**src/design/rfd_pkg.sv**
```systemverilog
package rfd_pkg;

   // defaults for the top-level parameters
   localparam int MAX_FEATURES_DEF = 16;
   localparam int VALUE_BITS_DEF   = 16;

   // fixed field widths
   localparam int CSR_BITS  = 5;
   localparam int DIST_BITS = 16;

   // kind bit of an input word
   localparam logic KIND_REF = 1'b0;
   localparam logic KIND_ROW = 1'b1;

   // control sequencer states
   typedef enum logic [2:0] {
      S_IDLE,
      S_SQUARE,
      S_ACCUM,
      S_DIV,
      S_ROOT,
      S_OUT
   } state_type;

endpackage

```
**src/design/rms_feature_distance_core.sv**
```systemverilog
// RMS distance of row vectors from a stored reference vector.
// req_ channel: one feature word per handshake; req_kind selects a reference
// element (written to the reference RAM in order) or a row element (squared
// difference against the reference entry at the same position, accumulated).
// rsp_ channel: after num_features row elements one word carries
// floor(sqrt(sum / num_features)); the accumulator is then cleared.
// csr_ channel: num_features; the user writes it only while the block is idle,
// and the block itself does not enforce it. A reference word is taken in the
// idle state and leaves the block idle; a row word passes the steps accept and
// RAM read, square and accumulate, set by the single RAM read port and the
// registered multiplier, before the next word is taken. The last word of a row
// then passes the bit-serial divider, the bit-serial root and the output state.
// Reset clears positions, accumulator and output valid, and sets
// num_features to 1; the reference RAM holds junk until written.
// A result sits in the output register while rsp_ready is low; the block keeps
// taking words meanwhile and only waits if the next result is ready first.
module rms_feature_distance_core import rfd_pkg::*; #(
   parameter int MAX_FEATURES = MAX_FEATURES_DEF,
   parameter int VALUE_BITS   = VALUE_BITS_DEF
) (
   input  logic                         clock,
   input  logic                         reset,
   input  logic                         req_valid,
   output logic                         req_ready,
   input  logic                         req_kind,
   input  logic signed [VALUE_BITS-1:0] req_feature_value,
   output logic                         rsp_valid,
   input  logic                         rsp_ready,
   output logic [DIST_BITS-1:0]         rsp_distance,
   input  logic                         csr_valid,
   output logic                         csr_ready,
   input  logic [CSR_BITS-1:0]          csr_num_features
);

   localparam int POS_BITS  = (MAX_FEATURES > 1) ? $clog2(MAX_FEATURES) : 1;
   localparam int CNT_BITS  = $clog2(MAX_FEATURES + 1);
   localparam int SQ_BITS   = 2 * VALUE_BITS;
   localparam int SUM_BITS  = SQ_BITS + $clog2(MAX_FEATURES);
   localparam int ROOT_BITS = (SUM_BITS + 1) / 2;

   state_type               state_ff, state_in;
   logic [CSR_BITS-1:0]     nf_ff;
   logic [POS_BITS-1:0]     ref_pos_ff, ref_pos_in;
   logic [POS_BITS-1:0]     row_pos_ff, row_pos_in;
   logic [SUM_BITS-1:0]     sum_ff, sum_in;
   logic [VALUE_BITS-1:0]   val_ff;
   logic [SQ_BITS-1:0]      sq_ff, sq_in;
   logic                    rsp_valid_ff;
   logic [DIST_BITS-1:0]    rsp_distance_ff;

   logic [CNT_BITS-1:0]     count_active;
   logic [POS_BITS:0]       ref_inc, row_inc;
   logic                    ref_wrap, row_done;
   logic                    req_take, ref_write, row_read;
   logic [VALUE_BITS-1:0]   rd_data;
   logic signed [VALUE_BITS:0] diff;
   logic [VALUE_BITS:0]     mag;
   logic [SUM_BITS-1:0]     sum_new;
   logic                    div_start, div_done;
   logic [SUM_BITS-1:0]     quotient;
   logic                    root_start, root_done;
   logic [ROOT_BITS-1:0]    root;
   logic                    out_load;

   // effective feature count: zero reads as one, saturate at the RAM depth
   always_comb begin
      if (nf_ff == '0) begin
         count_active = CNT_BITS'(1);
      end else if (32'(nf_ff) > MAX_FEATURES) begin
         count_active = CNT_BITS'(MAX_FEATURES);
      end else begin
         count_active = CNT_BITS'(nf_ff);
      end
   end

   // input handshake decode
   assign req_ready = (state_ff == S_IDLE);
   assign csr_ready = 1'b1;
   assign req_take  = req_valid && req_ready;
   assign ref_write = req_take && (req_kind == KIND_REF);
   assign row_read  = req_take && (req_kind == KIND_ROW);

   // position counters with wrap at the active count
   assign ref_inc  = (POS_BITS + 1)'(ref_pos_ff) + 1'b1;
   assign row_inc  = (POS_BITS + 1)'(row_pos_ff) + 1'b1;
   assign ref_wrap = (32'(ref_inc) >= 32'(count_active));
   assign row_done = (32'(row_inc) >= 32'(count_active));

   always_comb begin
      ref_pos_in = ref_pos_ff;
      if (ref_write) begin
         ref_pos_in = ref_wrap ? '0 : ref_inc[POS_BITS-1:0];
      end
   end

   rfd_ref_mem #(
      .DEPTH     (MAX_FEATURES),
      .WIDTH     (VALUE_BITS),
      .ADDR_BITS (POS_BITS)
   ) u_ref_mem (
      .clock   (clock),
      .wr_en   (ref_write),
      .wr_addr (ref_pos_ff),
      .wr_data (req_feature_value),
      .rd_en   (row_read),
      .rd_addr (row_pos_ff),
      .rd_data (rd_data)
   );

   // squared difference against the reference entry
   always_comb begin
      diff  = $signed({val_ff[VALUE_BITS-1], val_ff}) - $signed({rd_data[VALUE_BITS-1], rd_data});
      mag   = diff[VALUE_BITS] ? (VALUE_BITS + 1)'(0) - diff : diff;
      sq_in = mag[VALUE_BITS-1:0] * mag[VALUE_BITS-1:0];
   end

   assign sum_new = sum_ff + SUM_BITS'(sq_ff);

   // sequencer
   always_comb begin
      state_in   = state_ff;
      sum_in     = sum_ff;
      row_pos_in = row_pos_ff;
      div_start  = 1'b0;
      root_start = 1'b0;
      unique case (state_ff)
         S_IDLE: begin
            if (row_read) begin
               state_in = S_SQUARE;
            end
         end
         S_SQUARE: begin
            state_in = S_ACCUM;
         end
         S_ACCUM: begin
            if (row_done) begin
               div_start  = 1'b1;
               sum_in     = '0;
               row_pos_in = '0;
               state_in   = S_DIV;
            end else begin
               sum_in     = sum_new;
               row_pos_in = row_inc[POS_BITS-1:0];
               state_in   = S_IDLE;
            end
         end
         S_DIV: begin
            if (div_done) begin
               root_start = 1'b1;
               state_in   = S_ROOT;
            end
         end
         S_ROOT: begin
            if (root_done) begin
               state_in = S_OUT;
            end
         end
         S_OUT: begin
            if (out_load) begin
               state_in = S_IDLE;
            end
         end
         default: begin
            state_in = S_IDLE;
         end
      endcase
   end

   rfd_divider #(
      .SUM_BITS (SUM_BITS),
      .CNT_BITS (CNT_BITS)
   ) u_divider (
      .clock    (clock),
      .reset    (reset),
      .start    (div_start),
      .dividend (sum_new),
      .divisor  (count_active),
      .done     (div_done),
      .quotient (quotient)
   );

   rfd_sqrt #(
      .OP_BITS   (SUM_BITS),
      .ROOT_BITS (ROOT_BITS)
   ) u_sqrt (
      .clock   (clock),
      .reset   (reset),
      .start   (root_start),
      .operand (quotient),
      .done    (root_done),
      .root    (root)
   );

   // output register loads when empty or being drained
   assign out_load = !rsp_valid_ff || rsp_ready;

   always_ff @(posedge clock) begin
      if (reset) begin
         state_ff     <= S_IDLE;
         nf_ff        <= CSR_BITS'(1);
         ref_pos_ff   <= '0;
         row_pos_ff   <= '0;
         sum_ff       <= '0;
         rsp_valid_ff <= 1'b0;
      end else begin
         state_ff   <= state_in;
         ref_pos_ff <= ref_pos_in;
         row_pos_ff <= row_pos_in;
         sum_ff     <= sum_in;
         if (csr_valid && csr_ready) begin
            nf_ff <= csr_num_features;
         end
         if ((state_ff == S_OUT) && out_load) begin
            rsp_valid_ff <= 1'b1;
         end else if (rsp_ready) begin
            rsp_valid_ff <= 1'b0;
         end
      end
   end

   // payload registers
   always_ff @(posedge clock) begin
      if (req_take) begin
         val_ff <= req_feature_value;
      end
      if (state_ff == S_SQUARE) begin
         sq_ff <= sq_in;
      end
      if ((state_ff == S_OUT) && out_load) begin
         rsp_distance_ff <= DIST_BITS'(root);
      end
   end

   assign rsp_valid    = rsp_valid_ff;
   assign rsp_distance = rsp_distance_ff;

   // a row word always starts the square step
   assert property (@(posedge clock) disable iff (reset)
      (req_valid && req_ready && (req_kind == KIND_ROW)) |=> (state_ff == S_SQUARE))
      else $error("row word did not start the square step");

   // divider finishes only while the sequencer waits for it
   assert property (@(posedge clock) disable iff (reset)
      div_done |-> (state_ff == S_DIV))
      else $error("divider finished outside its wait state");

   // root unit finishes only while the sequencer waits for it
   assert property (@(posedge clock) disable iff (reset)
      root_done |-> (state_ff == S_ROOT))
      else $error("root unit finished outside its wait state");

   // accumulator is clear while a result is on its way out
   assert property (@(posedge clock) disable iff (reset)
      (state_ff == S_OUT) |-> ((sum_ff == '0) && (row_pos_ff == '0)))
      else $error("accumulator not cleared at row end");

endmodule

```
**src/design/rfd_ref_mem.sv**
```systemverilog
module rfd_ref_mem import rfd_pkg::*; #(
   parameter int DEPTH     = MAX_FEATURES_DEF,
   parameter int WIDTH     = VALUE_BITS_DEF,
   parameter int ADDR_BITS = (DEPTH > 1) ? $clog2(DEPTH) : 1
) (
   input  logic                 clock,
   input  logic                 wr_en,
   input  logic [ADDR_BITS-1:0] wr_addr,
   input  logic [WIDTH-1:0]     wr_data,
   input  logic                 rd_en,
   input  logic [ADDR_BITS-1:0] rd_addr,
   output logic [WIDTH-1:0]     rd_data
);

   logic [WIDTH-1:0] mem [DEPTH];
   logic [WIDTH-1:0] rd_data_ff;

   // one write port
   always_ff @(posedge clock) begin
      if (wr_en) begin
         mem[wr_addr] <= wr_data;
      end
   end

   // one read port, registered data
   always_ff @(posedge clock) begin
      if (rd_en) begin
         rd_data_ff <= mem[rd_addr];
      end
   end

   assign rd_data = rd_data_ff;

endmodule

```
**src/design/rfd_divider.sv**
```systemverilog
module rfd_divider import rfd_pkg::*; #(
   parameter int SUM_BITS = 2 * VALUE_BITS_DEF + $clog2(MAX_FEATURES_DEF),
   parameter int CNT_BITS = $clog2(MAX_FEATURES_DEF + 1)
) (
   input  logic                clock,
   input  logic                reset,
   input  logic                start,
   input  logic [SUM_BITS-1:0] dividend,
   input  logic [CNT_BITS-1:0] divisor,
   output logic                done,
   output logic [SUM_BITS-1:0] quotient
);

   localparam int STEP_BITS = $clog2(SUM_BITS + 1);

   logic                 busy_ff, busy_in;
   logic                 done_ff, done_in;
   logic [STEP_BITS-1:0] step_ff, step_in;
   logic [SUM_BITS-1:0]  quo_ff, quo_in;
   logic [CNT_BITS-1:0]  rem_ff, rem_in;
   logic [CNT_BITS-1:0]  dsr_ff, dsr_in;
   logic [CNT_BITS:0]    shifted;
   logic [CNT_BITS:0]    diff;
   logic                 take;

   // restoring division, one quotient bit per cycle
   always_comb begin
      shifted = {rem_ff, quo_ff[SUM_BITS-1]};
      diff    = shifted - {1'b0, dsr_ff};
      take    = (shifted >= {1'b0, dsr_ff});
      busy_in = busy_ff;
      done_in = 1'b0;
      step_in = step_ff;
      quo_in  = quo_ff;
      rem_in  = rem_ff;
      dsr_in  = dsr_ff;
      if (start) begin
         busy_in = 1'b1;
         step_in = '0;
         quo_in  = dividend;
         rem_in  = '0;
         dsr_in  = divisor;
      end else if (busy_ff) begin
         quo_in  = {quo_ff[SUM_BITS-2:0], take};
         rem_in  = take ? diff[CNT_BITS-1:0] : shifted[CNT_BITS-1:0];
         step_in = step_ff + 1'b1;
         if (step_ff == STEP_BITS'(SUM_BITS - 1)) begin
            busy_in = 1'b0;
            done_in = 1'b1;
         end
      end
   end

   always_ff @(posedge clock) begin
      if (reset) begin
         busy_ff <= 1'b0;
         done_ff <= 1'b0;
      end else begin
         busy_ff <= busy_in;
         done_ff <= done_in;
      end
      step_ff <= step_in;
      quo_ff  <= quo_in;
      rem_ff  <= rem_in;
      dsr_ff  <= dsr_in;
   end

   assign done     = done_ff;
   assign quotient = quo_ff;

endmodule

```
**src/design/rfd_sqrt.sv**
```systemverilog
module rfd_sqrt import rfd_pkg::*; #(
   parameter int OP_BITS   = 2 * VALUE_BITS_DEF + $clog2(MAX_FEATURES_DEF),
   parameter int ROOT_BITS = (OP_BITS + 1) / 2
) (
   input  logic                 clock,
   input  logic                 reset,
   input  logic                 start,
   input  logic [OP_BITS-1:0]   operand,
   output logic                 done,
   output logic [ROOT_BITS-1:0] root
);

   localparam int PAD_BITS  = 2 * ROOT_BITS;
   localparam int REM_BITS  = ROOT_BITS + 2;
   localparam int STEP_BITS = $clog2(ROOT_BITS + 1);

   logic                 busy_ff, busy_in;
   logic                 done_ff, done_in;
   logic [STEP_BITS-1:0] step_ff, step_in;
   logic [PAD_BITS-1:0]  op_ff, op_in;
   logic [REM_BITS-1:0]  rem_ff, rem_in;
   logic [ROOT_BITS-1:0] root_ff, root_in;
   logic [REM_BITS+1:0]  shifted;
   logic [REM_BITS+1:0]  trial;
   logic                 take;

   // digit-by-digit root, one result bit per cycle
   always_comb begin
      shifted = {rem_ff, op_ff[PAD_BITS-1 -: 2]};
      trial   = (REM_BITS + 2)'({root_ff, 2'b01});
      take    = (shifted >= trial);
      busy_in = busy_ff;
      done_in = 1'b0;
      step_in = step_ff;
      op_in   = op_ff;
      rem_in  = rem_ff;
      root_in = root_ff;
      if (start) begin
         busy_in = 1'b1;
         step_in = '0;
         op_in   = PAD_BITS'(operand);
         rem_in  = '0;
         root_in = '0;
      end else if (busy_ff) begin
         op_in   = op_ff << 2;
         rem_in  = take ? REM_BITS'(shifted - trial) : REM_BITS'(shifted);
         root_in = {root_ff[ROOT_BITS-2:0], take};
         step_in = step_ff + 1'b1;
         if (step_ff == STEP_BITS'(ROOT_BITS - 1)) begin
            busy_in = 1'b0;
            done_in = 1'b1;
         end
      end
   end

   always_ff @(posedge clock) begin
      if (reset) begin
         busy_ff <= 1'b0;
         done_ff <= 1'b0;
      end else begin
         busy_ff <= busy_in;
         done_ff <= done_in;
      end
      step_ff <= step_in;
      op_ff   <= op_in;
      rem_ff  <= rem_in;
      root_ff <= root_in;
   end

   assign done = done_ff;
   assign root = root_ff;

endmodule
```
**config.mk**
```make
export PLATFORM = sky130hd
export DESIGN_NAME = rms_feature_distance_core
export DESIGN_NICKNAME = d
export VERILOG_FILES = /design/src/design/rfd_pkg.sv /design/src/design/rms_feature_distance_core.sv /design/src/design/rfd_ref_mem.sv /design/src/design/rfd_divider.sv /design/src/design/rfd_sqrt.sv
export SDC_FILE = /design/constraint.sdc
export NUM_CORES = 1
export LEC_CHECK = 0
export BUFFER_PORTS_ARGS = -buffer_cell sky130_fd_sc_hd__buf_2
export CAP_MARGIN = 10
export CORE_UTILIZATION = 60
export CTS_CLUSTER_DIAMETER = 150
export CTS_CLUSTER_SIZE = 28
export DETAILED_ROUTE_END_ITERATION = 16
export PLACE_DENSITY_LB_ADDON = 0.08
export SYNTH_ARGS = -nofsm -noshare
export SYNTH_HDL_FRONTEND = slang
export SYNTH_SLANG_ARGS = --single-unit
```
**constraint.sdc**
```tcl
create_clock -name clock -period 12.7 [get_ports clock]
set_input_delay 2.54 -clock clock [delete_from_list [all_inputs] [get_ports clock]]
set_output_delay 2.54 -clock clock [all_outputs]
set_load 0.02 [all_outputs]
```
==> flow_summary_export.csv, run 1 <==
group,metric,value,unit
critical_path,critPathBufInv,7,
route,wl,63120,um
flow_run,maxCapViolations,0,
route,first_iter_violations,1509,
clocking,clock-sinks,523,
clocking,clock_latency,580,ps
outcome,status,"completed",
yosys,synth_nets,2969,
critical_path,critPathKind,"flop to flop",
critical_path,crit_family,"adder cells",
timing,setup_tns,0,ps
yosys,synth_edf_count,412,
global_route,grt_pass1_wl,101500,um
clocking,cts_tree,"built",
critical_path,worstSetupEndpointType,"flop",
global_route,grt_pass1_vias,19080,
clocking,post_cts_buffers,0,
finish,final_common_cell,"edfxtp_1",
route,ant_nets,0,
timing,min_period,10440,ps
timing,finClkSkew,21.28,ps
die,dieArea,51770,um^2
route,via_per_inst,5.765,
clocking,clk_pin_slew_worst_paths,110,ps
finish,finalNetCount,2988,
die,coreArea,50170,um^2
clocking,numCtsBuffers,22,
die,fp.dieW,227.5,um
yosys,synth_seq_cells,523,
clocking,cts-root-buf,"clkbuf_16",
yosys,synth-async-reset-ratio,0,
clocking,cts-hold-fix-buffers,0,
global_route,overflow,0,
finish,design_area,32210,um^2
placed_design,dp_hpwl,44070,um
clocking,cts_resized,0,
die,io_pins,46,
placed_design,io_buffers,44,
die,fp-row-count,82,
finish,drive_above_1_share,0.08997,
timing,slew_headroom,0.2028,
yosys,syn_inst,2588,
yosys,synth_cell_types,73,
timing,hold_viol_final,0,
route,drc_errors,0,
timing,slew_viol_final,0,
critical_path,slowest_delay,780,ps
critical_path,cp-start-kind,"flop",
route,vias,19010,
yosys,ys_warn_count,0,
timing,worstMarginPinSlew,1193,ps
clocking,htreeDepth,1,
global_route,grt_max_degree,67,
yosys,yosysSeqAreaShare,0.4782,
timing,fmax,0.09577,GHz
placed_design,place_area,31560,um^2
timing,fin_crit_sh,0.8222,
finish,fillCellCount,3909,
critical_path,required,13030,ps
timing,rsz0062_at_grt,"no",
clocking,clk_path_buf_depth,3,
yosys,synth_flop_cell,"edfxtp_1",
die,initial_core_util,0.6083,
finish,layout_common_cells,"412 x edfxtp_1, 314 x nand2_1, 301 x inv_1",
global_route,grt_usage,0.2535,
placed_design,place.gp.congestion,0.8807,
yosys,synth_area,30520,um^2
yosys,syn_avg_cell_area,11.79,um^2
critical_path,path_max_fanout,16,
hold_path,hold_path_class,"flop to flop",
critical_path,cp_slowest_cell,"xor2_1",
route,routedWlPerCell,19.14,um
die,dieHeight,227.5,um
global_route,grt_antenna_before_repair,3,
critical_path,worst_ep_arrival_time,10780,ps
finish,area_growth,5.535,%
timing,setup_viol,0,
route,drt_pass1_iterations,7,
==> Yosys cell counts (5+ instances only) <==
| library cell | count | area [um^2] |
|---|---|---|
| or3_1 | 5 | 31.28 |
| fa_1 | 168 | 3363 |
| nor2_1 | 219 | 822.0 |
| o31ai_1 | 6 | 45.04 |
| buf_2 | 10 | 50.05 |
| a21oi_1 | 118 | 590.6 |
| o21ai_1 | 6 | 30.03 |
| and2_1 | 5 | 31.28 |
| a21o_1 | 50 | 375.4 |
| a22o_1 | 15 | 131.4 |
| xnor2_1 | 75 | 656.9 |
| mux4_2 | 80 | 1802 |
| dfxtp_1 | 111 | 2222 |
| a211oi_1 | 14 | 105.1 |
| ha_1 | 186 | 2327 |
| a31oi_1 | 11 | 68.82 |
| clkbuf_1 | 71 | 266.5 |
| edfxtp_1 | 412 | 12370 |
| o21bai_1 | 18 | 135.1 |
| o21a_1 | 6 | 45.04 |
| nand2_1 | 314 | 1179 |
| nand4_1 | 14 | 87.58 |
| a21boi_0 | 6 | 45.04 |
| nand2b_1 | 29 | 181.4 |
| buf_1 | 6 | 22.52 |
| o21ai_0 | 78 | 390.4 |
| inv_1 | 301 | 1130 |
| nor3_1 | 32 | 160.2 |
| a22oi_1 | 9 | 67.56 |
| nand3_1 | 20 | 100.1 |
| mux2i_1 | 32 | 320.3 |
| and3_1 | 11 | 68.82 |
| xor2_1 | 49 | 429.2 |
| nor2b_1 | 19 | 118.9 |
==> per-stage QoR <==
step	cells	utilization	worst slack, ps	hold WS [ps]
CTS	3295	0.6419	2361	474.1
global route	3295	0.6419	1722	496.6
detailed placement	3255	0.6290	2406	453.4
floorplan	2588	-	3817	426.3
finish	3297	0.6420	2259	471.4
global placement	3255	0.6290	2651	441.6
==> per-layer routing <==
layer,vias up,track usage,part of all wire
li1,8946,-,-
met1,9472,0.3656,0.45
met2,502,0.4111,0.47
met3,86,0.03098,0.055
met4,2,0.06343,0.023
met5,-,0,0.00017
==> logic make-up (layout without fill, tap and decap cells) <==
logic type	count (synthesis)	count (layout)	synth area share
AND/OR/NAND/NOR	692	692	0.09713
multiplexers	116	116	0.07101
AO/OA/AOI/OAI	372	372	0.07794
XOR/XNOR	130	130	0.03878
other	1	3	0.0001229
buffers and inverters	400	435	0.05035
adder cells (fa/ha/maj)	354	354	0.1865
flip-flops	523	523	0.4782
==> path summary, 6_finish.rpt <==
path	start	end	slack (ps)	cells past startpoint
setup / recovery	val_ff[0]$_DFFE_PP_	sq_ff[29]$_DFFE_PP_	2260	34
hold / removal	u_sqrt.rem_ff[18]$_SDFFE_PP0P_	u_sqrt.rem_ff[18]$_SDFFE_PP0P_	470	2
setup reg to reg	val_ff[0]$_DFFE_PP_	sq_ff[29]$_DFFE_PP_	2260	34
hold reg to reg	u_sqrt.rem_ff[18]$_SDFFE_PP0P_	u_sqrt.rem_ff[18]$_SDFFE_PP0P_	470	2
==> state kept, by name, summed over array words and instances (netlist names), 4 cells and up <==
| name | count |
|---|---|
| u_ref_mem.mem | 256 |
| sum_ff | 36 |
| u_divider.quotient | 36 |
| u_sqrt.op_ff | 36 |
| sq_ff | 31 |
| u_sqrt.rem_ff | 20 |
| u_sqrt.root | 18 |
| rsp_distance | 16 |
| u_ref_mem.rd_data | 16 |
| val_ff | 16 |
| u_divider.step_ff | 6 |
| nf_ff | 5 |
| u_divider.dsr_ff | 5 |
| u_divider.rem_ff | 5 |
| u_sqrt.step_ff | 5 |
| ref_pos_ff | 4 |
| row_pos_ff | 4 |
==> final cells by class <==
| type | instances | area, um^2 | share of cell area |
|---|---|---|---|
| flip-flops and latches | 523 | 14600 | 0.4533 |
| diodes | 2 | 5.005 | 0.0001554 |
| repair buffers | 87 | 543.0 | 0.01686 |
| inverters | 308 | 1156 | 0.03590 |
| well taps | 672 | 840.8 | 0.02611 |
| multi-input cells | 1665 | 14420 | 0.4477 |
| clock buffers | 39 | 635.6 | 0.01974 |
| clock inverters | 1 | 8.758 | 0.0002719 |
==> worst reg2reg max path, delay by kind of cell, from the launching register on <==
family	cells	cell delay (ps)
DFF	1	380
adders and majority gates	9	4170
xor gates and xnor gates	2	870
buffers and inverters	7	920
AOI/OAI and AO/OA	13	2710
and+or+nand+nor	3	1170
Power of run 1 is left out: the tool's default activity adds up to more than one toggle a clock period on the data nets, which glitch-free logic cannot reach.
==> run 2: changes to the inputs <==
- ABC_AREA: not set -> 1
- clock period: 12.7 -> 10.9 ns (I/O delays scaled with it)
==> run 2 against run 1 <==
Effect of this change: critical path type unchanged; wire length is 18% higher; via count rose by 21%; flip-flop and latch count is the same; first-iteration DRC count increased by 17%; critical endpoint unchanged.
==> flow_summary_export.csv, run 2 <==
group,metric,value,unit
route,via_per_inst,5.696,
route,drt_pass1_iterations,6,
yosys,ys_warn_count,0,
yosys,synth_edf_count,412,
die,fp.dieW,232.5,um
yosys,netlist_top_cells_count,"631 x nand2_1, 488 x inv_1, 412 x edfxtp_1, 303 x nor2_1, 186 x ha_1",
finish,layout_common_cells,"631 x nand2_1, 487 x inv_1, 412 x edfxtp_1",
global_route,grt_antenna_before_repair,1,
global_route,grt_pass1_wl,119100,um
finish,multi_input_area,14970,um^2
clocking,cts_resized,0,
global_route,grt_max_degree,120,
route,drc_errors,0,
route,wl,74350,um
yosys,syn_avg_cell_area,9.598,um^2
hold_path,hold_path_class,"flop to flop",
finish,largest_register_ff_count,256,
flow_run,maxCapViolations,0,
finish,area_growth,4.954,%
critical_path,required,11230,ps
finish,area.sequential,14600,um^2
finish,drive_above_1_share,0.04859,
clocking,clk_path_buf_depth,3,
yosys,synth_nets,3702,
timing,slew_viol_final,0,
timing,slew_headroom,0.2131,
yosys,synth_area_leaders,"edfxtp_1 39%, fa_1 11%, nand2_1 7.4%",
yosys,yosys.cell_count.top_type,"nand2_1",
die,fp-row-count,84,
route,first_iter_violations,1764,
timing,setup_viol,0,
die,dieArea,54050,um^2
timing,fin_crit_sh,0.8090,
clocking,clock-sinks,523,
yosys,synth_flop_cell,"edfxtp_1",
outcome,status,"completed",
route,routedWlPerCell,18.48,um
finish,final_common_cell,"nand2_1",
timing,worstMarginPinSlew,1180,ps
timing,fmax,0.1134,GHz
yosys,yosysSeqAreaShare,0.4578,
critical_path,cp_slowest_cell,"xor2_1",
finish,regMostFlops,"u_ref_mem.mem",
placed_design,dp_hpwl,52950,um
yosys,yosysTopAreaCell,"edfxtp_1",
critical_path,worstSetupEndpointType,"flop",
timing,setup_tns,0,ps
placed_design,io_buffers,44,
yosys,synth-async-reset-ratio,0,
global_route,grt_pass1_vias,22850,
placed_design,place.gp.congestion,0.9340,
clocking,numCtsBuffers,22,
clocking,clk_pin_slew_worst_paths,110,ps
die,coreArea,52550,um^2
yosys,synth_seq_cells,523,
die,initial_core_util,0.6066,
critical_path,crit_top_cell,"fa_1",
critical_path,path_max_fanout,18,
timing,min_period,8819,ps
yosys,synth_area,31880,um^2
yosys,syn_inst,3321,
clocking,post_cts_buffers,0,
critical_path,slowest_delay,810,ps
clocking,clock_latency,580,ps
critical_path,cp-start-kind,"flop",
die,dieHeight,232.5,um
critical_path,critPathKind,"flop to flop",
critical_path,worst_ep_arrival_time,9150,ps
finish,fillCellCount,4392,
clocking,cts-root-buf,"clkbuf_16",
global_route,overflow,0,
clocking,cts-hold-fix-buffers,0,
global_route,grt_usage,0.2779,
route,vias,22920,
route,ant_nets,0,
finish,finalNetCount,3699,
yosys,synth_top_area_frac,0.3881,
clocking,htreeDepth,1,
die,io_pins,46,
clocking,cts_tree,"built",
timing,hold_viol_final,0,
yosys,synth_cell_types,56,
timing,finClkSkew,22.92,ps
timing,rsz0062_at_grt,"no",
-- run 2: changes by cell type after synthesis, sizes merged, moves of 29 or more --
| cell | before | now |
|---|---|---|
| nand2 | 314 | 642 |
| a21o | 50 | 12 |
| nand2b | 29 | 0 |
| xnor2 | 79 | 28 |
| o221ai | 0 | 52 |
| nor2 | 223 | 313 |
| inv | 305 | 499 |
| o21ai | 85 | 177 |
| mux4 | 80 | 0 |
| nand3 | 20 | 137 |
| a21oi | 120 | 166 |
-- run 2: worst paths after layout --
kind | slack, ps | depth (start not counted) | endpoint | start
worst min register to register | 480 | 1 | u_sqrt.step_ff[4]$_SDFFE_PP0P_ | u_sqrt.step_ff[4]$_SDFFE_PP0P_
worst min-delay path | 480 | 1 | u_sqrt.step_ff[4]$_SDFFE_PP0P_ | u_sqrt.step_ff[4]$_SDFFE_PP0P_
worst max-delay path | 2080 | 32 | sq_ff[29]$_DFFE_PP_ | val_ff[0]$_DFFE_PP_
worst max register to register | 2080 | 32 | sq_ff[29]$_DFFE_PP_ | val_ff[0]$_DFFE_PP_
-- run 2: cell families (layout without fill, tap and decap cells) --
kind of cell | after synthesis | count (layout) | share of synthesized area
flip-flops | 523 | 523 | 0.4578
adder cells (fa/ha/maj) | 354 | 354 | 0.1785
XOR/XNOR | 87 | 87 | 0.02438
other | 1 | 2 | 0.0001176
buffers and inverters | 610 | 623 | 0.07360
multiplexers | 50 | 50 | 0.01570
AND/OR/NAND/NOR | 1180 | 1180 | 0.1532
AO/OA/AOI/OAI | 516 | 516 | 0.09664
-- run 2: layer usage --
layer / track usage / up-vias / wire, um
li1: - / 11050 / -
met1: 0.3929 / 11130 / 33670
met2: 0.4685 / 649 / 35430
met3: 0.02537 / 84 / 3904
met4: 0.05658 / 0 / 1351
met5: 0 / - / 0
-- run 2: per-stage QoR --
step	instances	utilization	area (um^2)	hold slack, ps	setup WS [ps]
floorplan	3321	-	31880	423.2	3471
global placement	3982	0.6243	32810	443.5	2454
global route	4022	0.6366	33450	499.2	1533
CTS	4022	0.6366	33450	479.2	2159
finish	4023	0.6366	33450	479.2	2081
detailed placement	3982	0.6243	32810	456.1	2198
-- run 2: final cells by class --
class	instances	share of cell area
tap	688	0.02573
inverter	505	0.05666
timing repair buffer	78	0.01421
sequential	523	0.4365
multi-input combinational	2188	0.4476
antenna	1	0.00007480
clock buffer	39	0.01900
clock inverter	1	0.0002618
-- run 2: critical path, delay by kind of cell (launching register included) --
kind	cells	cell delay [ps]
DFF	1	380
AOI/OAI and AO/OA	2	260
adders and majority gates	9	3850
and+or+nand+nor	13	2170
xor gates and xnor gates	2	960
buffers and inverters	6	950
Power of run 2 is left out for the same reason.
